===== src/sv/spq_pkg.sv =====
// Shared types, codes and defaults for the sorted priority queue.
package spq_pkg;

  // Default number of cells in the chain.
  localparam int DEPTH_DEF = 16;

  localparam int VAL_W = 32;
  localparam int CMD_W = 2;
  localparam int STAT_W = 2;
  localparam int POS_W = 4;
  localparam int LEN_W = 5;

  // Command codes. Code 3 has no meaning and is ignored.
  typedef enum logic [CMD_W-1:0] {
    CMD_INSERT = 2'd0,
    CMD_REMOVE = 2'd1,
    CMD_FIND   = 2'd2
  } cmd_e_t;

  // Status codes.
  typedef enum logic [STAT_W-1:0] {
    ST_DONE      = 2'd0,
    ST_NOT_FOUND = 2'd1,
    ST_FULL      = 2'd2
  } status_e_t;

  // Input word.
  typedef struct packed {
    logic [CMD_W-1:0]        command;
    logic signed [VAL_W-1:0] value;
  } in_word_t;

  // Result word.
  typedef struct packed {
    logic [STAT_W-1:0]       status;
    logic [POS_W-1:0]        position;
    logic [LEN_W-1:0]        length;
    logic signed [VAL_W-1:0] head_value;
    logic                    head_valid;
  } out_word_t;

  // Operation broadcast to every cell of the chain.
  typedef struct packed {
    logic                    ins;
    logic                    rem;
    logic signed [VAL_W-1:0] value;
  } spq_op_t;

  // What a cell shows to its neighbors.
  typedef struct packed {
    logic signed [VAL_W-1:0] value;
    logic                    valid;
    logic                    ins;
    logic                    eq;
  } spq_link_t;

endpackage


===== src/sv/spq_cell.sv =====
// One storage cell of the sorted chain, with its compare and shift logic.
module spq_cell
  import spq_pkg::*;
(
  input  logic                    clk,
  input  logic                    rst_n,
  input  spq_op_t                 op,
  input  spq_link_t               prev_link,
  input  spq_link_t               next_link,
  output spq_link_t               link,
  output logic                    first_eq,
  output logic signed [VAL_W-1:0] value_nxt
);

  logic signed [VAL_W-1:0] value_r;
  logic                    valid_r;
  logic                    valid_nxt;
  logic                    lt;
  logic                    le;

  // Compare the stored value against the broadcast operand.
  assign lt = valid_r && (value_r < op.value);
  assign le = !valid_r || (value_r <= op.value);

  // A cell takes an insert when it is empty or holds a smaller value.
  assign link.value = value_r;
  assign link.valid = valid_r;
  assign link.ins   = !valid_r || lt;
  assign link.eq    = valid_r && (value_r == op.value);

  // Equal entries sit together, so the first one has no equal cell above it.
  assign first_eq = link.eq && !prev_link.eq;

  // Shift down on insert, shift up from the removed slot on remove.
  always_comb begin
    value_nxt = value_r;
    valid_nxt = valid_r;
    if (op.ins) begin
      if (prev_link.ins) begin
        value_nxt = prev_link.value;
        valid_nxt = prev_link.valid;
      end else if (link.ins) begin
        value_nxt = op.value;
        valid_nxt = 1'b1;
      end
    end else if (op.rem && le) begin
      value_nxt = next_link.value;
      valid_nxt = next_link.valid;
    end
  end

  always_ff @(posedge clk) begin
    if (!rst_n) begin
      valid_r <= 1'b0;
    end else begin
      valid_r <= valid_nxt;
    end
  end

  always_ff @(posedge clk) begin
    value_r <= value_nxt;
  end

endmodule


===== src/sv/sorted_priority_queue.sv =====
// Sorted priority queue: a chain of compare-and-shift cells under one controller.
//
// The queue holds up to DEPTH signed values in descending order in a row of
// cells; every cell compares its value with the command word at once, so each
// command updates the whole chain together. A word is accepted at
// any rising edge with start high and busy low, and busy is low whenever the
// block is out of reset, so one word a cycle may be issued. The command word
// is first registered so that it can be fanned out to all cells, and the
// result word is registered in turn and appears on out_word with out_strobe
// high, for one cycle only; results are never held back, so the
// receiver must take them when they come. Inserts keep equal values in order
// of arrival, an insert into a full queue is dropped with status full, and
// remove or find of an absent value reports not found.
module sorted_priority_queue
  import spq_pkg::*;
#(
  parameter int DEPTH = DEPTH_DEF
) (
  input  logic      clk,
  input  logic      rst_n,
  input  logic      start,
  output logic      busy,
  input  in_word_t  in_word,
  output logic      out_strobe,
  output out_word_t out_word
);

  localparam int CNT_W = $clog2(DEPTH + 1);

  // Command register that fans the word out to the chain.
  logic                    op_vld_r;
  logic [CMD_W-1:0]        op_cmd_r;
  logic signed [VAL_W-1:0] op_val_r;

  logic [CNT_W-1:0] count_r;
  logic [CNT_W-1:0] count_nxt;
  logic             out_strobe_r;
  out_word_t        out_word_r;
  out_word_t        out_word_nxt;

  spq_op_t                 op;
  spq_link_t               links [DEPTH];
  logic                    first_eq [DEPTH];
  logic signed [VAL_W-1:0] cell_nxt [DEPTH];
  spq_link_t               edge_prev;
  spq_link_t               edge_next;

  logic             found;
  logic [POS_W-1:0] pos;
  logic             full;

  assign busy = ~rst_n;

  // Register the accepted command.
  always_ff @(posedge clk) begin
    if (!rst_n) begin
      op_vld_r <= 1'b0;
    end else begin
      op_vld_r <= start && !busy;
    end
  end

  always_ff @(posedge clk) begin
    op_cmd_r <= in_word.command;
    op_val_r <= in_word.value;
  end

  // Boundary links: nothing above the head, an empty cell past the tail.
  assign edge_prev = '{value: '0, valid: 1'b1, ins: 1'b0, eq: 1'b0};
  assign edge_next = '{value: '0, valid: 1'b0, ins: 1'b1, eq: 1'b0};

  // The chain of cells.
  for (genvar g = 0; g < DEPTH; g++) begin : g_cell
    spq_cell u_cell (
      .clk       (clk),
      .rst_n     (rst_n),
      .op        (op),
      .prev_link ((g == 0) ? edge_prev : links[(g == 0) ? 0 : g - 1]),
      .next_link ((g == DEPTH - 1) ? edge_next : links[(g == DEPTH - 1) ? g : g + 1]),
      .link      (links[g]),
      .first_eq  (first_eq[g]),
      .value_nxt (cell_nxt[g])
    );
  end

  // Collect the match and encode its position; at most one cell matches first.
  always_comb begin
    found = 1'b0;
    pos   = '0;
    for (int i = 0; i < DEPTH; i++) begin
      found = found | first_eq[i];
      if (first_eq[i]) begin
        pos = pos | POS_W'(i);
      end
    end
  end

  assign full = (count_r == CNT_W'(DEPTH));

  // Decide the operation and build the result word.
  always_comb begin
    op.ins       = 1'b0;
    op.rem       = 1'b0;
    op.value     = op_val_r;
    count_nxt    = count_r;
    out_word_nxt.status   = ST_DONE;
    out_word_nxt.position = '0;
    if (op_vld_r) begin
      unique case (op_cmd_r)
        CMD_INSERT: begin
          if (full) begin
            out_word_nxt.status = ST_FULL;
          end else begin
            op.ins    = 1'b1;
            count_nxt = count_r + 1'b1;
          end
        end
        CMD_REMOVE: begin
          if (found) begin
            op.rem    = 1'b1;
            count_nxt = count_r - 1'b1;
            out_word_nxt.position = pos;
          end else begin
            out_word_nxt.status = ST_NOT_FOUND;
          end
        end
        CMD_FIND: begin
          if (found) begin
            out_word_nxt.position = pos;
          end else begin
            out_word_nxt.status = ST_NOT_FOUND;
          end
        end
        default: begin
        end
      endcase
    end
    out_word_nxt.length     = LEN_W'(count_nxt);
    out_word_nxt.head_valid = (count_nxt != '0);
    out_word_nxt.head_value = (count_nxt != '0) ? cell_nxt[0] : '0;
  end

  // Entry count and result strobe.
  always_ff @(posedge clk) begin
    if (!rst_n) begin
      count_r      <= '0;
      out_strobe_r <= 1'b0;
    end else begin
      count_r      <= count_nxt;
      out_strobe_r <= op_vld_r;
    end
  end

  always_ff @(posedge clk) begin
    out_word_r <= out_word_nxt;
  end

  assign out_strobe = out_strobe_r;
  assign out_word   = out_word_r;

endmodule


===== config.mk =====
export PLATFORM = sky130hd
export DESIGN_NAME = sorted_priority_queue
export DESIGN_NICKNAME = d
export VERILOG_FILES = /design/src/sv/spq_pkg.sv /design/src/sv/spq_cell.sv /design/src/sv/sorted_priority_queue.sv
export SDC_FILE = /design/constraint.sdc
export NUM_CORES = 2
export LEC_CHECK = 0
export ABC_AREA = 0
export BUFFER_PORTS_ARGS = -buffer_cell sky130_fd_sc_hd__buf_2
export CORE_MARGIN = 4
export CORE_UTILIZATION = 40
export CTS_CLUSTER_SIZE = 28
export DETAILED_ROUTE_END_ITERATION = 6
export PLACE_DENSITY = 0.52
export SLEW_MARGIN = 20
export SYNTH_ARGS = -nofsm -noshare
export SYNTH_HDL_FRONTEND = slang
export SYNTH_HIERARCHICAL = 1
export SYNTH_SLANG_ARGS = --single-unit

===== constraint.sdc =====
create_clock -name clk -period 15.9 [get_ports clk]
set_input_delay 0.795 -clock clk [delete_from_list [all_inputs] [get_ports clk]]
set_output_delay 0.795 -clock clk [all_outputs]
set_load 0.03 [all_outputs]

Word level (Yosys, flattened, before mapping):

Index checks and enable logic that the tools add are counted.

* order comparisons: 32
* bitwise gates (word level): 16
* eq/ne operators: 35
* reductions and logical operators: 163
* mux-type cells: 153
* $add $sub $neg: 2

Operator list (count)
* $mux W32: 63
* $eq A32 B32 Y1: 16
* $le A32 B32 Y1: 16
* $lt A32 B32 Y1: 16
* $mux W1: 69
* $logic_and A1 B1 Y1: 64
* $ne A3 B1 Y1 const B: 13
* $logic_or A1 B1 Y1: 32
* $mux W4: 8
* $reduce_and A2 Y1: 16
* $reduce_bool A2 Y1: 16
* $logic_not A1 Y1: 31
* $mux W5: 3
* $or A1 B1 Y1: 15
* $mux W3: 4
* $pmux W5 S2: 1
* $mux W2: 4
* $add A5 B1 Y5 const B: 1
* $eq A5 B5 Y1 const B: 1
* $reduce_bool A5 Y1: 1
* $sub A5 B1 Y5 const B: 1
* $pmux W2 S2: 1
* $ne A3 B2 Y1 const B: 1
* $ne A3 B3 Y1 const B: 1
* 7 further kinds: 7

* input bits: 37
* register bits after elaboration: 613
* output and inout bits: 46
* logic and storage cells: 443

Longest topological paths before layout:

* depth after elaboration: 25
* depth in mapped cells: 16
* depth with buffers taken out: 13

Hierarchy:

Netlist, hierarchy kept.

By module, submodules not included
* spq_cell at g_cell[0].u_cell ...: cells each 357, seq. area each 660.6 µm², area each 3000.4 µm², times used 13
* spq_cell at g_cell[7].u_cell ...: cells each 355, seq. area each 660.6 µm², area each 3149.3 µm², times used 3
* sorted_priority_queue: cells each 211, seq. area each 1701.6 µm², area each 2601.2 µm², times used 1

Worst setup path after synthesis:

No wires, ideal clock.

* path kind: register to register
* start: reg op_val_r[31]
* end: reg out_word_r (netlist bit out_word[10])
* path slack: 10.801 ns
* arrival: 4.962 ns
* period minus slack after synthesis: 5.099 ns
* setup time: 0.137 ns
* path buffers: 3
* required time: 15.763 ns
* stages on the path, launching flop included: 17
* cells stage by stage: dfxtp_1 -> inv_1 -> ha_1 -> nand4_2 -> nor4_2 -> and4_1 -> nor2b_1 -> nor4_2 -> and4_1 -> buf_4 -> nor2_1 -> nand4b_4 -> buf_12 -> buf_12 -> mux2i_1 -> o22ai_1 -> a21boi_2

RTL lines
* start: declaration: RTL line sorted_priority_queue.sv:33 `logic signed [VAL_W-1:0] op_val_r;`
* start signal: assignment: RTL line sorted_priority_queue.sv:65 `op_val_r <= in_word.value;`
* end signal: assignment: RTL line sorted_priority_queue.sv:155 `out_word_r <= out_word_nxt;`
* end: declaration: RTL line sorted_priority_queue.sv:38 `out_word_t out_word_r;`

==> out/summary.md <==
The run finished, with violations left. The final reports fail on DRC. The maximum clock frequency is 165.2 MHz. Across all register-to-register paths, the minimum setup slack is 9.85 ns.

Setup repair after global routing left no endpoint under its margin. The total negative slack is 0 ns, and the final number of max-transition violations is 0. The first global-routing pass estimated 289000 µm of wire. The tools report the setup fix buffers added after clock tree synthesis as 0.

The worst hold path startpoint is in_word[6]. The share of synthesized registers carrying an async set or reset was 0%; the top-level port count was 83. The tools report the maximum number of pins on one net before global-route repair as 243. The final routed DRC violation total is 1, and the number of sinks on the clock net is 613. During placement, the flow inserted port buffers numbering 82. For the count of hold buffers inserted by post-cts repair, the log shows 0. Count of synthesis-stage warnings from yosys: 6. The logs give 0.05105 mm² for the summed instance area of the synthesized netlist and 0.70 ns for the insertion delay to the later sink of the worst-skew pair.

For the leakage power figure, the log shows 0.02446 µW. The critical path in this run is classified as reg -> reg. The synthesized design devotes to its leading area cell type 24.04% of total area. On the final layout, the worst hold slack is 0.1965 ns.

The required time of the critical path came out at 16.49 ns. The logs give 3 for the initial antenna violation count and 5917 for the number of instances in the synthesized netlist. At the pin with the least slew margin, the transition time is 1.173 ns.

The largest fanout on the critical path came out at 19. Final estimated routing congestion in global placement: 0.8928. The endpoint identified for the worst register-to-register timing path is g_cell[9].u_cell/valid_r. The synthesized area per cell is 8.628 µm², and the relative slew slack is 21.82%. The tools report the startpoint kind of the worst setup timing path as a register.

For the final number of hold-violating endpoints, the log shows 0. Yosys attributes the largest share of cell area to dfxtp_1 24%, ha_1 13%, mux2i_1 10%, a311oi_1 6.9%, o22ai_1 6.3%. The remaining global-route overflow is 0, and the number of standard-cell rows in the floorplan is 130.

Data on the critical path arrives at its endpoint at 6.65 ns. Count of nets after finishing: 6271. Using the TritonRoute via totals, the vias-per-cell ratio works out to 6.407. The tools report the H-tree depth as 3. Once detailed placement completed, the half-perimeter wirelength came to 129000 µm.

The logs give 27.65% for the aggregate global-route resource usage and 191100 µm for the total wire length. The number of cell instances on the worst register-to-register path is 14. The tools report the number of buffers created by CTS as 80.

For the number of global-route vias before repair, the log shows 45.68k. The area growth from synthesis to layout is 5.328%. In this run, the number of DRC markers left after iteration 0 of detailed routing was 4291. The period utilization is 38.07%, and the largest voltage drop on the vdd net is 0.08099 mV. The proportion of layout cells with a drive suffix above 1 was 10.28%. Share of synthesized area occupied by flip-flops and latches: 24.04%. The height of the die is 365.3 µm.

The worst setup path is captured at a register. Count of nets left with antenna violations after detail routing: 0. The non-filler instance count after layout is 7423. The worst hold endpoint was op_val_r[6]. The largest total area in the synthesized netlist belongs to dfxtp_1.

The tree is rooted in a clkbuf_16. Initial core utilization: 40.45%. TritonCTS built the clock tree. The total power is 6192 µW, and the total area of multi-input combinational cells is 0.03367 mm².

The die width is 365.3 µm. The synthesized design contains 0 enable-type register cells. Dividing the detail-routed wire length by the instance count gives 25.75 µm. The class of the tightest hold or removal check is in -> reg. The count of state elements after synthesis works out to 613. The primary flip-flop cell chosen by synthesis mapping was dfxtp_1. On the final layout, the worst clock skew is 0.03651 ns. The core area is 0.1262 mm², and the first-pass detailed-route iteration total is 7. The number of stages on the worst hold path came out at 1. The distinct cell type count after synthesis came out at 72.

For the via count of the routed design, the log shows 47.56k. In this run the power density over the cells is 115.1 mW/mm². After clock tree synthesis, the repair step resized 0 gates. The final period demand of the worst path was 6.054 ns. In this run, placement finished with an instance count of 7285.

Maximum count of clock buffers along a single path: 3. Setup violations remaining at the end of the flow were counted as 0. Total die area: 0.1334 mm².

The count of fill cells added during filler insertion is 12.76k, and the sequential cell area is 0.01229 mm². The clock-pin slew reported for the worst setup and hold paths after clock tree synthesis was 0.06 ns; the number of maximum-capacitance violations was 0. In this run the critical register-to-register path is launched from op_val_r[31].
routing by layer:
| metal | routed length, µm | vias up | share of wire, % | GRT usage (%) |
|---|---|---|---|---|
| li1 | - | 22250 | - | - |
| met1 | 83240 | 23340 | 44 | 36.44 |
| met2 | 88490 | 1551 | 46 | 45.59 |
| met3 | 11050 | 417 | 5.8 | 3.973 |
| met4 | 8319 | 2 | 4.4 | 10.83 |
| met5 | 11 | - | 0.0058 | 0 |
worst max-delay path by stage:
stage	from	end	slack (ns)	depth (start not counted)
floorplan	op_val_r[31]	out_word[10]	10.80	16
global placement	op_val_r[31]	g_cell[9].u_cell/valid_r	10.07	14
detailed placement	op_val_r[31]	g_cell[9].u_cell/valid_r	9.91	14
CTS	op_val_r[31]	g_cell[9].u_cell/valid_r	9.83	14
global route	op_val_r[31]	g_cell[9].u_cell/valid_r	9.58	14
finish	op_val_r[31]	g_cell[9].u_cell/valid_r	9.85	14
kinds of logic after synthesis:
family,after synthesis,synth area share (%)
AOI/OAI and AO/OA,2036,28.31
other,2,0.01471
buffers and inverters,1065,11.08
and+or+nand+nor,1138,12.99
adders and majority gates,517,12.67
xor gates and xnor gates,17,0.5269
muxes,529,10.37
DFF,613,24.04
Yosys cell counts, types with 15 or more instances:
library cell	instances
buf_6	55
a211oi_1	16
nor2_1	55
and2_1	114
buf_4	62
inv_1	552
a21o_1	16
dfxtp_1	613
o22ai_1	514
nor4_2	15
nand3_1	57
nor2b_1	32
o211ai_1	19
o221ai_1	16
a31oi_1	18
o21ai_1	16
a221oi_2	100
a221o_1	16
nand2_1	197
buf_2	44
buf_12	52
xor2_2	16
o21ai_0	546
mux2i_1	528
nor2_2	16
a21oi_1	214
a311oi_1	404
nand4_1	97
nor3_1	440
a21boi_1	22
clkbuf_1	278
ha_1	517
and4_1	33
through the flow:
stage               util (%)  area (µm²)  setup WS [ns]
detailed placement     40.53       51160          9.908
finish                 42.60       53770          9.846
global placement       40.53       51160          10.07
floorplan                  -       51300          10.80
CTS                    42.60       53770          9.833
global route           42.60       53770          9.577
sequential cells by signal, indices dropped and copies added, names as in the netlist:
| signal | count |
|---|---|
| g_cell.u_cell/value_r | 512 |
| out_word | 44 |
| op_val_r | 32 |
| g_cell.u_cell/valid_r | 16 |
| count_r | 5 |
| op_cmd_r | 2 |
| op_vld_r | 1 |
| out_strobe | 1 |
cell type report:
cell class	instances	share of cell area, %
tap	1650	3.839
clock inverter	28	0.5747
antenna	3	0.01396
timing repair buffer	165	1.968
sequential	613	22.86
multi-input combinational	4305	62.62
clock buffer	107	4.270
inverter	552	3.853
worst max-delay path, cell delays in order, from the launching register on:
cell       delay, ns
dfxtp_2         0.88
inv_1           0.17
ha_1            0.55
nand4_2         0.21
nor4_2          0.44
and4_1          0.38
nor2b_1         0.37
nor4_1          0.13
and4_1          0.37
nor2_4          0.16
buf_4           0.30
nand4b_1        0.91
buf_4           0.60
a2bb2oi_1       0.23
mux2i_1         0.20
power breakdown:
group          internal (µW)  leakage [µW]  switching (µW)
Combinational            687        0.0180            1170
Sequential              1870       0.00515             603
Clock                   1080       0.00128             781
Total                   3630        0.0245            2560
placed cells by master (no fill, tap or decap), types with 17 or more instances in the layout:
cell type	synthesis	layout
dfxtp_1	613	596
inv_1	552	552
o21ai_0	546	546
mux2i_1	528	528
ha_1	517	517
o22ai_1	514	514
nor3_1	440	440
a311oi_1	404	404
a21oi_1	214	214
nand2_1	197	197
and2_1	114	114
a221oi_2	100	100
nand4_1	97	97
clkbuf_16	0	82
buf_2	44	82
buf_4	62	81
conb_1	2	68
nand3_1	57	57
nor2_1	55	53
and4_1	33	33
nor2b_1	32	32
a21boi_1	22	22
o211ai_1	19	19
a31oi_1	18	18
dfxtp_2	0	17
Power figures use the tool's default switching activity.
